$ cat src/sv/scm_pkg.sv
// Types and constants of the SCCB register master.
`default_nettype none

package scm_pkg;

  // Raw kind codes on the request stream
  localparam logic [1:0] KIND_WRITE = 2'd1;
  localparam logic [1:0] KIND_READ  = 2'd2;

  // Configuration register indexes
  localparam logic [1:0] REG_DEVICE_ADDRESS  = 2'd0;
  localparam logic [1:0] REG_TICKS_PER_DELAY = 2'd1;

  typedef enum logic [1:0] {
    REQ_TICK,
    REQ_WRITE,
    REQ_READ
  } req_kind_e;

  typedef enum logic [3:0] {
    PH_IDLE,
    PH_ST_HI,
    PH_ST_LO,
    PH_WB_LO,
    PH_WB_HI,
    PH_AK_LO,
    PH_AK_HI,
    PH_RB_LO,
    PH_RB_HI,
    PH_NK_LO,
    PH_NK_HI,
    PH_SP_A,
    PH_SP_B,
    PH_SP_C
  } phase_e;

  // Classified request as held in the queue
  typedef struct packed {
    req_kind_e   kind;
    logic [7:0]  reg_addr;
    logic [7:0]  wr_val;
    logic        sda;
  } item_t;

  // Queue head as seen by the back end
  typedef struct packed {
    logic  valid;
    item_t item;
  } head_t;

  // One result
  typedef struct packed {
    logic [7:0] rd_byte;
    logic       done;
    logic       busy;
    logic       sda;
    logic       scl;
  } result_t;

  // Byte sent in position idx of the transaction
  function automatic logic [7:0] byte_for(input logic [6:0] dev,
                                          input logic [1:0] idx,
                                          input logic       is_rd,
                                          input logic [7:0] reg_addr,
                                          input logic [7:0] wr_val);
    logic [7:0] a;
    a = {dev, 1'b0};
    if (idx == 2'd0) begin
      byte_for = a;
    end else if (idx == 2'd1) begin
      byte_for = reg_addr;
    end else if (is_rd) begin
      byte_for = {dev, 1'b1};
    end else begin
      byte_for = wr_val;
    end
  endfunction

endpackage

`default_nettype wire

$ cat src/sv/sccb_register_master.sv
// Top level of the SCCB register master.
// Usage:
//  - Request stream (s_axis_*): one request per bus delay tick. tuser carries
//    the kind (0 plain tick, 1 register write, 2 register read, 3 acts as a
//    plain tick); tdata carries register address, write value and the sampled
//    SDA pin level. A write or read request starts a transaction only when
//    the sequencer is idle; otherwise it counts as a plain tick.
//  - Result stream (m_axis_*): exactly one result per request, in order:
//    SCL and SDA release levels for this tick, busy, done and the read byte
//    (nonzero only on the done tick of a read).
//  - Config channel: index 0 device address (7 bits), index 1 ticks per
//    delay phase (0 acts as 1). Always ready; write only while idle.
// An accepted request passes through the queue into the result register.
// While the receiver is ready, one request per cycle is sustained and the
// sequencer advances one tick per cycle; the result register is single-entry.
// A two-entry queue separates intake from the sequencer, so a stalled
// receiver backs up into the queue and then drops s_axis_tready.
// Reset: sequencer idle, both lines released, device address 0x21, one tick
// per phase, queue and result register empty.
`default_nettype none

module sccb_register_master import scm_pkg::*; (
  input  wire logic        clk_i,
  input  wire logic        rst_ni,
  // requests
  input  wire logic        s_axis_tvalid,
  output logic             s_axis_tready,
  input  wire logic [23:0] s_axis_tdata,  // [7:0] register_address, [15:8] write_value,
                                          // [16] sda_sample, [23:17] zero
  input  wire logic [1:0]  s_axis_tuser,  // [1:0] kind
  // results
  output logic             m_axis_tvalid,
  input  wire logic        m_axis_tready,
  output logic [15:0]      m_axis_tdata,  // [0] clock_released, [1] data_released,
                                          // [2] busy_res, [3] done_res,
                                          // [11:4] read_byte, [15:12] zero
  // configuration writes
  input  wire logic        cfg_valid_i,
  output logic             cfg_ready_o,
  input  wire logic [1:0]  cfg_index_i,
  input  wire logic [7:0]  cfg_data_i
);

  head_t   head;
  logic    pop;
  result_t res;

  assign cfg_ready_o = 1'b1;

  // Intake and classification
  scm_front u_front (
    .clk_i      (clk_i),
    .rst_ni     (rst_ni),
    .in_valid_i (s_axis_tvalid),
    .in_ready_o (s_axis_tready),
    .in_kind_i  (s_axis_tuser),
    .in_reg_i   (s_axis_tdata[7:0]),
    .in_val_i   (s_axis_tdata[15:8]),
    .in_sda_i   (s_axis_tdata[16]),
    .head_o     (head),
    .pop_i      (pop)
  );

  // Bus sequencer with result register
  scm_back u_back (
    .clk_i       (clk_i),
    .rst_ni      (rst_ni),
    .cfg_we_i    (cfg_valid_i && cfg_ready_o),
    .cfg_index_i (cfg_index_i),
    .cfg_data_i  (cfg_data_i),
    .head_i      (head),
    .pop_o       (pop),
    .out_valid_o (m_axis_tvalid),
    .out_ready_i (m_axis_tready),
    .out_o       (res)
  );

  assign m_axis_tdata = {4'd0, res.rd_byte, res.done, res.busy, res.sda, res.scl};

endmodule

`default_nettype wire

$ cat src/sv/scm_front.sv
// Front end: request classification and a two-entry queue.
`default_nettype none

module scm_front import scm_pkg::*; (
  input  wire logic        clk_i,
  input  wire logic        rst_ni,
  input  wire logic        in_valid_i,
  output logic             in_ready_o,
  input  wire logic [1:0]  in_kind_i,
  input  wire logic [7:0]  in_reg_i,
  input  wire logic [7:0]  in_val_i,
  input  wire logic        in_sda_i,
  output head_t            head_o,
  input  wire logic        pop_i
);

  item_t      mem_q [2];
  logic       wptr_q, rptr_q;
  logic [1:0] cnt_q;
  item_t      cls;
  logic       push;

  always_comb begin
    cls.reg_addr = in_reg_i;
    cls.wr_val   = in_val_i;
    cls.sda      = in_sda_i;
    unique case (in_kind_i)
      KIND_WRITE: cls.kind = REQ_WRITE;
      KIND_READ:  cls.kind = REQ_READ;
      default:    cls.kind = REQ_TICK;
    endcase
  end

  assign in_ready_o  = (cnt_q != 2'd2);
  assign push        = in_valid_i && in_ready_o;
  assign head_o.valid = (cnt_q != 2'd0);
  assign head_o.item  = mem_q[rptr_q];

  always_ff @(posedge clk_i) begin
    if (push) begin
      mem_q[wptr_q] <= cls;
    end
  end

  always_ff @(posedge clk_i or negedge rst_ni) begin
    if (!rst_ni) begin
      wptr_q <= 1'b0;
      rptr_q <= 1'b0;
      cnt_q  <= 2'd0;
    end else begin
      if (push) wptr_q <= ~wptr_q;
      if (pop_i) rptr_q <= ~rptr_q;
      cnt_q <= cnt_q + {1'b0, push} - {1'b0, pop_i};
    end
  end

endmodule

`default_nettype wire

$ cat src/sv/scm_back.sv
// Back end: bus phase sequencer, configuration registers and result register.
`default_nettype none

module scm_back import scm_pkg::*; (
  input  wire logic        clk_i,
  input  wire logic        rst_ni,
  input  wire logic        cfg_we_i,
  input  wire logic [1:0]  cfg_index_i,
  input  wire logic [7:0]  cfg_data_i,
  input  wire head_t       head_i,
  output logic             pop_o,
  output logic             out_valid_o,
  input  wire logic        out_ready_i,
  output result_t          out_o
);

  logic [6:0] dev_q;
  logic [7:0] tpd_q;

  phase_e     phase_q, phase_d;
  logic [2:0] bc_q, bc_d;
  logic [1:0] bi_q, bi_d;
  logic [7:0] tx_q, tx_d, rx_q, rx_d;
  logic       rdf_q, rdf_d;
  logic [7:0] reg_q, reg_d, val_q, val_d;
  logic [7:0] dc_q, dc_d;

  logic       take, start, done;
  phase_e     ph;
  logic [7:0] dly, dc_inc;
  logic       scl, sda;
  result_t    res_q;
  logic       ovalid_q;
  item_t      it;

  assign it    = head_i.item;
  assign take  = head_i.valid && (!ovalid_q || out_ready_i);
  assign pop_o = take;
  assign start = (phase_q == PH_IDLE) && (it.kind != REQ_TICK);
  assign dly   = (tpd_q == 8'd0) ? 8'd1 : tpd_q;

  // Next state
  always_comb begin
    ph    = start ? PH_ST_HI : phase_q;
    rdf_d = start ? (it.kind == REQ_READ) : rdf_q;
    reg_d = start ? it.reg_addr : reg_q;
    val_d = (start && it.kind == REQ_WRITE) ? it.wr_val : val_q;
    bi_d  = start ? 2'd0 : bi_q;
    bc_d  = start ? 3'd0 : bc_q;
    dc_d  = start ? 8'd0 : dc_q;
    tx_d  = tx_q;
    rx_d  = rx_q;
    phase_d = ph;
    done  = 1'b0;
    dc_inc = dc_d + 8'd1;
    if (ph != PH_IDLE) begin
      if (dc_inc >= dly) begin
        dc_d = 8'd0;
        unique case (ph)
          PH_ST_HI: phase_d = PH_ST_LO;
          PH_ST_LO: begin
            tx_d    = byte_for(dev_q, bi_d, rdf_d, reg_d, val_d);
            bc_d    = 3'd0;
            phase_d = PH_WB_LO;
          end
          PH_WB_LO: phase_d = PH_WB_HI;
          PH_WB_HI: begin
            if (bc_d == 3'd7) begin
              phase_d = PH_AK_LO;
            end else begin
              tx_d    = {tx_q[6:0], 1'b0};
              bc_d    = bc_d + 3'd1;
              phase_d = PH_WB_LO;
            end
          end
          PH_AK_LO: phase_d = PH_AK_HI;
          PH_AK_HI: begin
            bi_d = bi_d + 2'd1;
            bc_d = 3'd0;
            if (!rdf_d && bi_d == 2'd3) begin
              phase_d = PH_SP_A;
            end else if (rdf_d && bi_d == 2'd2) begin
              phase_d = PH_ST_HI;
            end else if (rdf_d && bi_d == 2'd3) begin
              rx_d    = 8'd0;
              phase_d = PH_RB_LO;
            end else begin
              tx_d    = byte_for(dev_q, bi_d, rdf_d, reg_d, val_d);
              phase_d = PH_WB_LO;
            end
          end
          PH_RB_LO: phase_d = PH_RB_HI;
          PH_RB_HI: begin
            rx_d = {rx_q[6:0], it.sda};
            if (bc_d == 3'd7) begin
              phase_d = PH_NK_LO;
            end else begin
              bc_d    = bc_d + 3'd1;
              phase_d = PH_RB_LO;
            end
          end
          PH_NK_LO: phase_d = PH_NK_HI;
          PH_NK_HI: phase_d = PH_SP_A;
          PH_SP_A:  phase_d = PH_SP_B;
          PH_SP_B:  phase_d = PH_SP_C;
          PH_SP_C: begin
            phase_d = PH_IDLE;
            done    = 1'b1;
          end
          default:  phase_d = PH_IDLE;
        endcase
      end else begin
        dc_d = dc_inc;
      end
    end
  end

  // Line levels for the phase active on this tick
  always_comb begin
    unique case (ph)
      PH_ST_LO: begin scl = 1'b1; sda = 1'b0;    end
      PH_WB_LO: begin scl = 1'b0; sda = tx_q[7]; end
      PH_WB_HI: begin scl = 1'b1; sda = tx_q[7]; end
      PH_AK_LO, PH_RB_LO, PH_NK_LO: begin scl = 1'b0; sda = 1'b1; end
      PH_SP_A:  begin scl = 1'b0; sda = 1'b0;    end
      PH_SP_B:  begin scl = 1'b1; sda = 1'b0;    end
      default:  begin scl = 1'b1; sda = 1'b1;    end
    endcase
  end

  always_ff @(posedge clk_i or negedge rst_ni) begin
    if (!rst_ni) begin
      dev_q   <= 7'h21;
      tpd_q   <= 8'd1;
      phase_q <= PH_IDLE;
      bc_q    <= 3'd0;
      bi_q    <= 2'd0;
      tx_q    <= 8'd0;
      rx_q    <= 8'd0;
      rdf_q   <= 1'b0;
      reg_q   <= 8'd0;
      val_q   <= 8'd0;
      dc_q    <= 8'd0;
      ovalid_q <= 1'b0;
    end else begin
      if (cfg_we_i) begin
        unique case (cfg_index_i)
          REG_DEVICE_ADDRESS:  dev_q <= cfg_data_i[6:0];
          REG_TICKS_PER_DELAY: tpd_q <= cfg_data_i;
          default: ;
        endcase
      end
      if (take) begin
        phase_q <= phase_d;
        bc_q    <= bc_d;
        bi_q    <= bi_d;
        tx_q    <= tx_d;
        rx_q    <= rx_d;
        rdf_q   <= rdf_d;
        reg_q   <= reg_d;
        val_q   <= val_d;
        dc_q    <= dc_d;
        ovalid_q <= 1'b1;
      end else if (out_ready_i) begin
        ovalid_q <= 1'b0;
      end
    end
  end

  always_ff @(posedge clk_i) begin
    if (take) begin
      res_q.scl     <= (ph == PH_IDLE) ? 1'b1 : scl;
      res_q.sda     <= (ph == PH_IDLE) ? 1'b1 : sda;
      res_q.busy    <= (phase_d != PH_IDLE);
      res_q.done    <= done;
      res_q.rd_byte <= (done && rdf_d) ? rx_q : 8'd0;
    end
  end

  assign out_valid_o = ovalid_q;
  assign out_o       = res_q;

endmodule

`default_nettype wire

$ cat config.mk
export PLATFORM = sky130hd
export DESIGN_NAME = sccb_register_master
export DESIGN_NICKNAME = d
export VERILOG_FILES = /design/src/sv/scm_pkg.sv /design/src/sv/sccb_register_master.sv /design/src/sv/scm_front.sv /design/src/sv/scm_back.sv
export SDC_FILE = /design/constraint.sdc
export NUM_CORES = 1
export LEC_CHECK = 0
export ABC_AREA = 1
export CORE_ASPECT_RATIO = 1.2
export CORE_MARGIN = 2
export CORE_UTILIZATION = 45
export CTS_CLUSTER_SIZE = 20
export DETAILED_ROUTE_END_ITERATION = 16
export DONT_BUFFER_PORTS = 1
export PLACE_DENSITY_LB_ADDON = 0.05
export SLEW_MARGIN = 0
export SYNTH_ARGS = -nofsm -noshare
export SYNTH_HDL_FRONTEND = slang
export SYNTH_HIERARCHICAL = 1
export SYNTH_SLANG_ARGS = --single-unit
$ cat constraint.sdc
create_clock -name clk_i -period 4.9 [get_ports clk_i]
set_clock_uncertainty 0.05 [all_clocks]
set_input_delay 0.49 -clock clk_i [delete_from_list [all_inputs] [get_ports clk_i]]
set_output_delay 0.49 -clock clk_i [all_outputs]
set_load 0.02 [all_outputs]
# ---- Word-level counts from Yosys, hierarchy flattened
# Memory sizes are Yosys's and may differ from the RTL's.
# Index checks and enable logic that the tools add are counted.
dict set report word_totals {
  ramBits 38
  in_bits 41
  register_bits 82
  n_memories 1
  wordCells 140
  out_inout_bits 19
}
dict set report classes {
  order_cmp 1
  addsub 5
  bitwise_logic 2
  mux 49
  n_eq_ne 29
  n_reduce_logical 33
}
# memory depth word_bits read_ports rd_clocked_by_memory_dff write_ports line
set memory_table {}
lappend memory_table {u_front.mem_q 2 19 1 0 1 scm_front.sv:17} ;# item_t mem_q [2];
# op count
set op_table {}
lappend op_table {{8-bit two-way mux} 18}
lappend op_table {{4-bit case mux with 12 select lines} 1}
lappend op_table {{4-bit equality test (second input constant)} 6}
lappend op_table {{4-bit two-way mux} 6}
lappend op_table {{8-bit case mux with 3 select lines} 1}
lappend op_table {{3-bit two-way mux} 6}
lappend op_table {{4-bit by 3-bit equality test with 1-bit output (second input constant)} 4}
lappend op_table {{8-bit case mux with 2 select lines} 1}
lappend op_table {{2-bit by 1-bit equality test with 1-bit output (second input constant)} 5}
lappend op_table {{2-bit inequality test (second input constant)} 5}
lappend op_table {{1-bit two-way mux} 9}
lappend op_table {{8-bit by 1-bit adder with 8-bit output (second input constant)} 1}
lappend op_table {{2-bit equality test (second input constant)} 4}
lappend op_table {{4-bit by 2-bit equality test with 1-bit output (second input constant)} 2}
lappend op_table {{8-bit >= comparator} 1}
lappend op_table {{1-bit logical AND} 8}
lappend op_table {{4-bit logical NOT} 2}
lappend op_table {{8-bit logical NOT} 1}
lappend op_table {{2-bit two-way mux} 4}
lappend op_table {{8-bit AND reduction} 1}
lappend op_table {{2-bit nonzero test} 4}
lappend op_table {{4-bit nonzero test} 2}
lappend op_table {{7-bit AND reduction} 1}
lappend op_table {{2-bit logical NOT} 3}
lappend op_table {{other kinds (18)} 23}

# ---- Depth between registers and ports, before layout
# An unclocked memory read counts as a cell.
dict set report depth {
  word_depth 14
  ltp_mapped 26
  mapped_depth_nobuf 23
}

# ---- By module
# The synthesis kept the hierarchy.
# mod seq_area_each_um2 cells_per_inst area_per_inst_um2 n_inst
set modules_own_cells {}
lappend modules_own_cells {scm_back 2015.7 680 4854.7 1}
lappend modules_own_cells {scm_front 1241.2 90 1672.9 1}
lappend modules_own_cells {sccb_register_master 0.0 7 45.0 1}

# ---- Worst setup path before layout
# No wires, ideal clock.
dict set report synth_path {
  kind {register -> register}
  from {reg u_front.rptr_q}
  to {reg u_back.rx_q[0]}
  slack_ns 1.002
  path_stages_with_launch 25
  setup_ns 0.117
  period_less_slack_ns 3.898
  arrival_ns 3.731
  cell_sequence {dfrtp_1 > buf_6 > mux2_4 > inv_1 > nand2_1 > nand3_4 > buf_2 > buf_2 > nand2_1 > inv_1 > ha_1 > nand3_1 > nor2_1 > nand2_1 > o21a_1 > ha_1 > nand2_1 > nor2_1 > nand4_1 > nand3_1 > nand2_1 > nor3b_4 > nand2_4 > nand2_1 > nand2_1}
}
# item line
set synth_lines {}
lappend synth_lines {{start: declaration} scm_front.sv:18} ;# logic wptr_q, rptr_q;
lappend synth_lines {{start signal: assignment} scm_front.sv:52} ;# if (pop_i) rptr_q <= ~rptr_q;
lappend synth_lines {{end signal: assignment} scm_back.sv:158} ;# rx_q <= rx_d;
lappend synth_lines {{end: declaration} scm_back.sv:23} ;# logic [7:0] tx_q, tx_d, rx_q, rx_d;

==> flow_summary.yaml <==
sta:
  setup_tns_ns: 0
  finalHoldViolCount: 0
  clock.fmax_ghz: 0.2441
  maxSlewHeadroom: 0.4085
  period_minus_slack_ns: 4.097
  rsz0062_at_grt: "no"
  drv_slew: 0
  setup_violations: 0
  worst_slew_pin_slew_ns: 0.8840
  fin_ws_ns: 0.8025
  period_share: 0.8362
detailed_routing:
  drc_errors: 0
  via_per_inst: 5.039
  ant_nets: 0
  routed_wl_mm: 13.49
  vias: 4888
  wl_per_cell_um: 13.90
  drt_iter0_markers: 248
  dr.pass1.iters: 5
synthesis:
  synth-seq-cells: 120
  netlist_top_cells_area: "dfrtp_1, edfxtp_1, nand2_1"
  syn_area_sq_mm: 0.006573
  yosys.area.top_type_share: 0.2551
  synthArstFlopShare: 0.5833
  synthCells: 777
  yosysSeqAreaShare: 0.4955
  yosysWarnings: 6
  synth.avg_cell_area_sq_um: 8.459
  synth_ff_type: "dfrtp_1"
  synth.distinct_cells: 42
  synth_edf_count: 50
  yosys.area.top_type: "dfrtp_1"
clocking:
  cts_buffers: 17
  root_buffer: "clkbuf_16"
  htree_levels: 4
  clock_latency_ns: 0.41
  cts_buffer_depth: 2
  cts_tree: "done"
  cts.sinks: 120
  clk_pin_slew_ns: 0.06
grt:
  antenna_found_initial: 0
  grt.overflow.total: 0
  track_usage: 0.1915
  grt_pass1_wl_mm: 23.20
  grt_pass1_vias: 4795
  grt_max_degree: 71
place:
  io_buffers: 0
  hpwlAfterDp_mm: 9.820
  place_ws_ns: 0.8211
  place.gp.congestion: 0.8669
  place_inst: 936
setup_path:
  crit_required_ns: 5.15
  reg2regPathDepth: 21
  critical_path.max_stage_delay_ns: 0.48
  cp_data_arrival_time_ns: 4.35
  critPathBufInv: 2
  reg2reg_to: "u_back/rx_q[0]"
  crit_top_cell: "nand2_1"
  path_class: "flip-flop to flip-flop"
  cp-end-kind: "flip-flop"
  cp_cell_sequence: "mux2_4 -> inv_1 -> nand2_1 -> nand3_4 -> nand2_1 -> inv_1 -> ha_1 -> nand3_1 -> nor2_1 -> nand2_1 -> o21a_1 -> ha_1 -> nand2_1 -> nor2_1 -> nand4_1 -> nand3_1 -> nand2_1 -> nor3b_4 -> nand2_4 -> nand2_1 -> nand2_1"
  crit_fanout: 12
  cp-start-kind: "flip-flop"
  r2r_slack_ns: 0.80
  crit_cells: 21
  r2r-start: "u_front/rptr_q"
  cp_top_family: "simple AND/OR/NAND/NOR gates"
  crit_slowest_cell: "nor3b_4"
finish:
  drive_gt1_frac: 0.1031
  final_util: 0.5105
  antenna-diode-count: 0
  area.growth.synth_to_final_pct: 11.48
  fin_cells: 970
  fin_nets: 839
pwr:
  p_total_w: 0.005181
  p_per_area_mw_per_mm2: 707.1
  ir_drop_uv: 329.0
  p_leak_nw: 3.569
min_path:
  hp-start: "s_axis_tdata[11]"
  hold_end: "u_front/mem_q[1][4]"
  min_path_type: "primary input to flip-flop"
  hold_path_depth: 0
die:
  start_util: 0.4579
  coreArea_sq_mm: 0.01435
  placementRows: 48
  chipWidth_um: 114.3
  pin_count: 60
  die_area_sq_mm: 0.01559
  die_height_um: 136.4
run_status:
  status: "finished, final reports clean"
job:
  drv_cap: 0
==> per-layer routing <==
| metal | wire, um | GRT usage | share of wire | vias to the layer above |
|---|---|---|---|---|
| met5 | 0 | 0 | 0 | - |
| met4 | 271 | 0.08537 | 0.020 | 0 |
| met3 | 508 | 0.03923 | 0.038 | 23 |
| met2 | 6653 | 0.3181 | 0.49 | 97 |
| met1 | 6054 | 0.2413 | 0.45 | 2246 |
| li1 | - | - | - | 2522 |
==> timing repair <==
item	4_1_cts	5_1_grt
hold buffers	2	0
resized for setup	0	0
buffers inserted	0	0
endpoints found under the hold margin	70	0
==> metrics by stage <==
stage / area [sq um] / hold WS, ns
after CTS: 7327 / 0.09778
after global placement: 6701 / 0.1484
after floorplan: 6584 / 0.1444
after detailed placement: 6701 / 0.1486
after global routing: 7327 / 0.09299
final: 7327 / 0.1191
==> worst max path at each step <==
stage | startpoint | end
2_1_floorplan | u_front/rptr_q | u_back/rx_q[0]
6_report | u_front/rptr_q | u_back/rx_q[0]
3_3_place_gp | u_front/rptr_q | u_back/rx_q[0]
3_5_place_dp | u_front/rptr_q | u_back/rx_q[0]
4_1_cts | u_front/rptr_q | u_back/rx_q[0]
5_1_grt | u_front/rptr_q | u_back/rx_q[0]
==> worst register-to-register path, stage by stage (launching register included) <==
cell     delay [ns]
dfrtp_1        0.44
mux2_4         0.34
inv_1          0.09
nand2_1        0.09
nand3_4        0.15
nand2_1        0.07
inv_1          0.13
ha_1           0.20
nand3_1        0.10
nor2_1         0.14
nand2_1        0.10
o21a_1         0.19
ha_1           0.27
nand2_1        0.05
nor2_1         0.15
nand4_1        0.09
nand3_1        0.33
nand2_1        0.23
nor3b_4        0.49
nand2_4        0.15
nand2_1        0.11
nand2_1        0.05
==> layout by cell type (no fill, tap or decap), drive strengths merged, types with 3 or more instances in the layout <==
cell type / synthesis / final
mux2: 19 / 19
dfstp: 3 / 3
nand3b: 3 / 3
o21a: 3 / 3
conb: 2 / 5
nand4: 4 / 4
buf: 15 / 7
a31oi: 9 / 9
clkinvlp: 0 / 3
a21oi: 26 / 26
o21ai: 67 / 67
inv: 107 / 110
dfrtp: 67 / 67
clkbuf: 10 / 18
ha: 16 / 16
edfxtp: 50 / 50
nor3: 3 / 3
nand2: 242 / 242
o211ai: 6 / 6
nor2: 63 / 63
nand3: 47 / 47
xor2: 3 / 3
clkinv: 2 / 8
==> sequential cells by signal, indices dropped and copies added, names as in the netlist, 4 cells and up <==
register	flops
u_back/rx_q	8
u_front/mem_q	38
u_back/phase_q	4
u_back/reg_q	8
u_back/out_o	12
u_back/val_q	8
u_back/tx_q	8
u_back/tpd_q	8
u_back/dc_q	8
u_back/dev_q	7
==> report_power, final <==
group	total, W	switching (W)	internal, W
Clock	0.00122	0.000455	0.000763
Sequential	0.00163	0.000223	0.00141
Combinational	0.00233	0.00155	0.000781
==> Yosys cell counts, types with 9 or more instances <==
| cell | instances |
|---|---|
| nand2_1 | 236 |
| inv_1 | 103 |
| dfrtp_1 | 67 |
| o21ai_0 | 65 |
| nor2_1 | 58 |
| edfxtp_1 | 50 |
| nand3_1 | 43 |
| a21oi_1 | 26 |
| mux2_4 | 19 |
| ha_1 | 16 |
| clkbuf_1 | 10 |
| a31oi_1 | 9 |
==> logic make-up after synthesis <==
group,Yosys count,share of synthesized area
fa+ha+maj,16,0.03046
simple gates,364,0.2395
compound gates,116,0.09690
flops,120,0.4955
buf+inv,134,0.08490
mux,20,0.04493
xor+xnor,5,0.006664
other cells,2,0.001143
==> layout make-up <==
cell class	count	area, sq um
clock inverters	14	148.9
repair buffers	8	82.58
flip-flops and latches	120	3257
fillers	1320	7027
multi-input cells	526	2769
clock buffers	18	439.2
inverters	109	411.6
well taps	175	219.0
(Power assumes the default switching activity.)
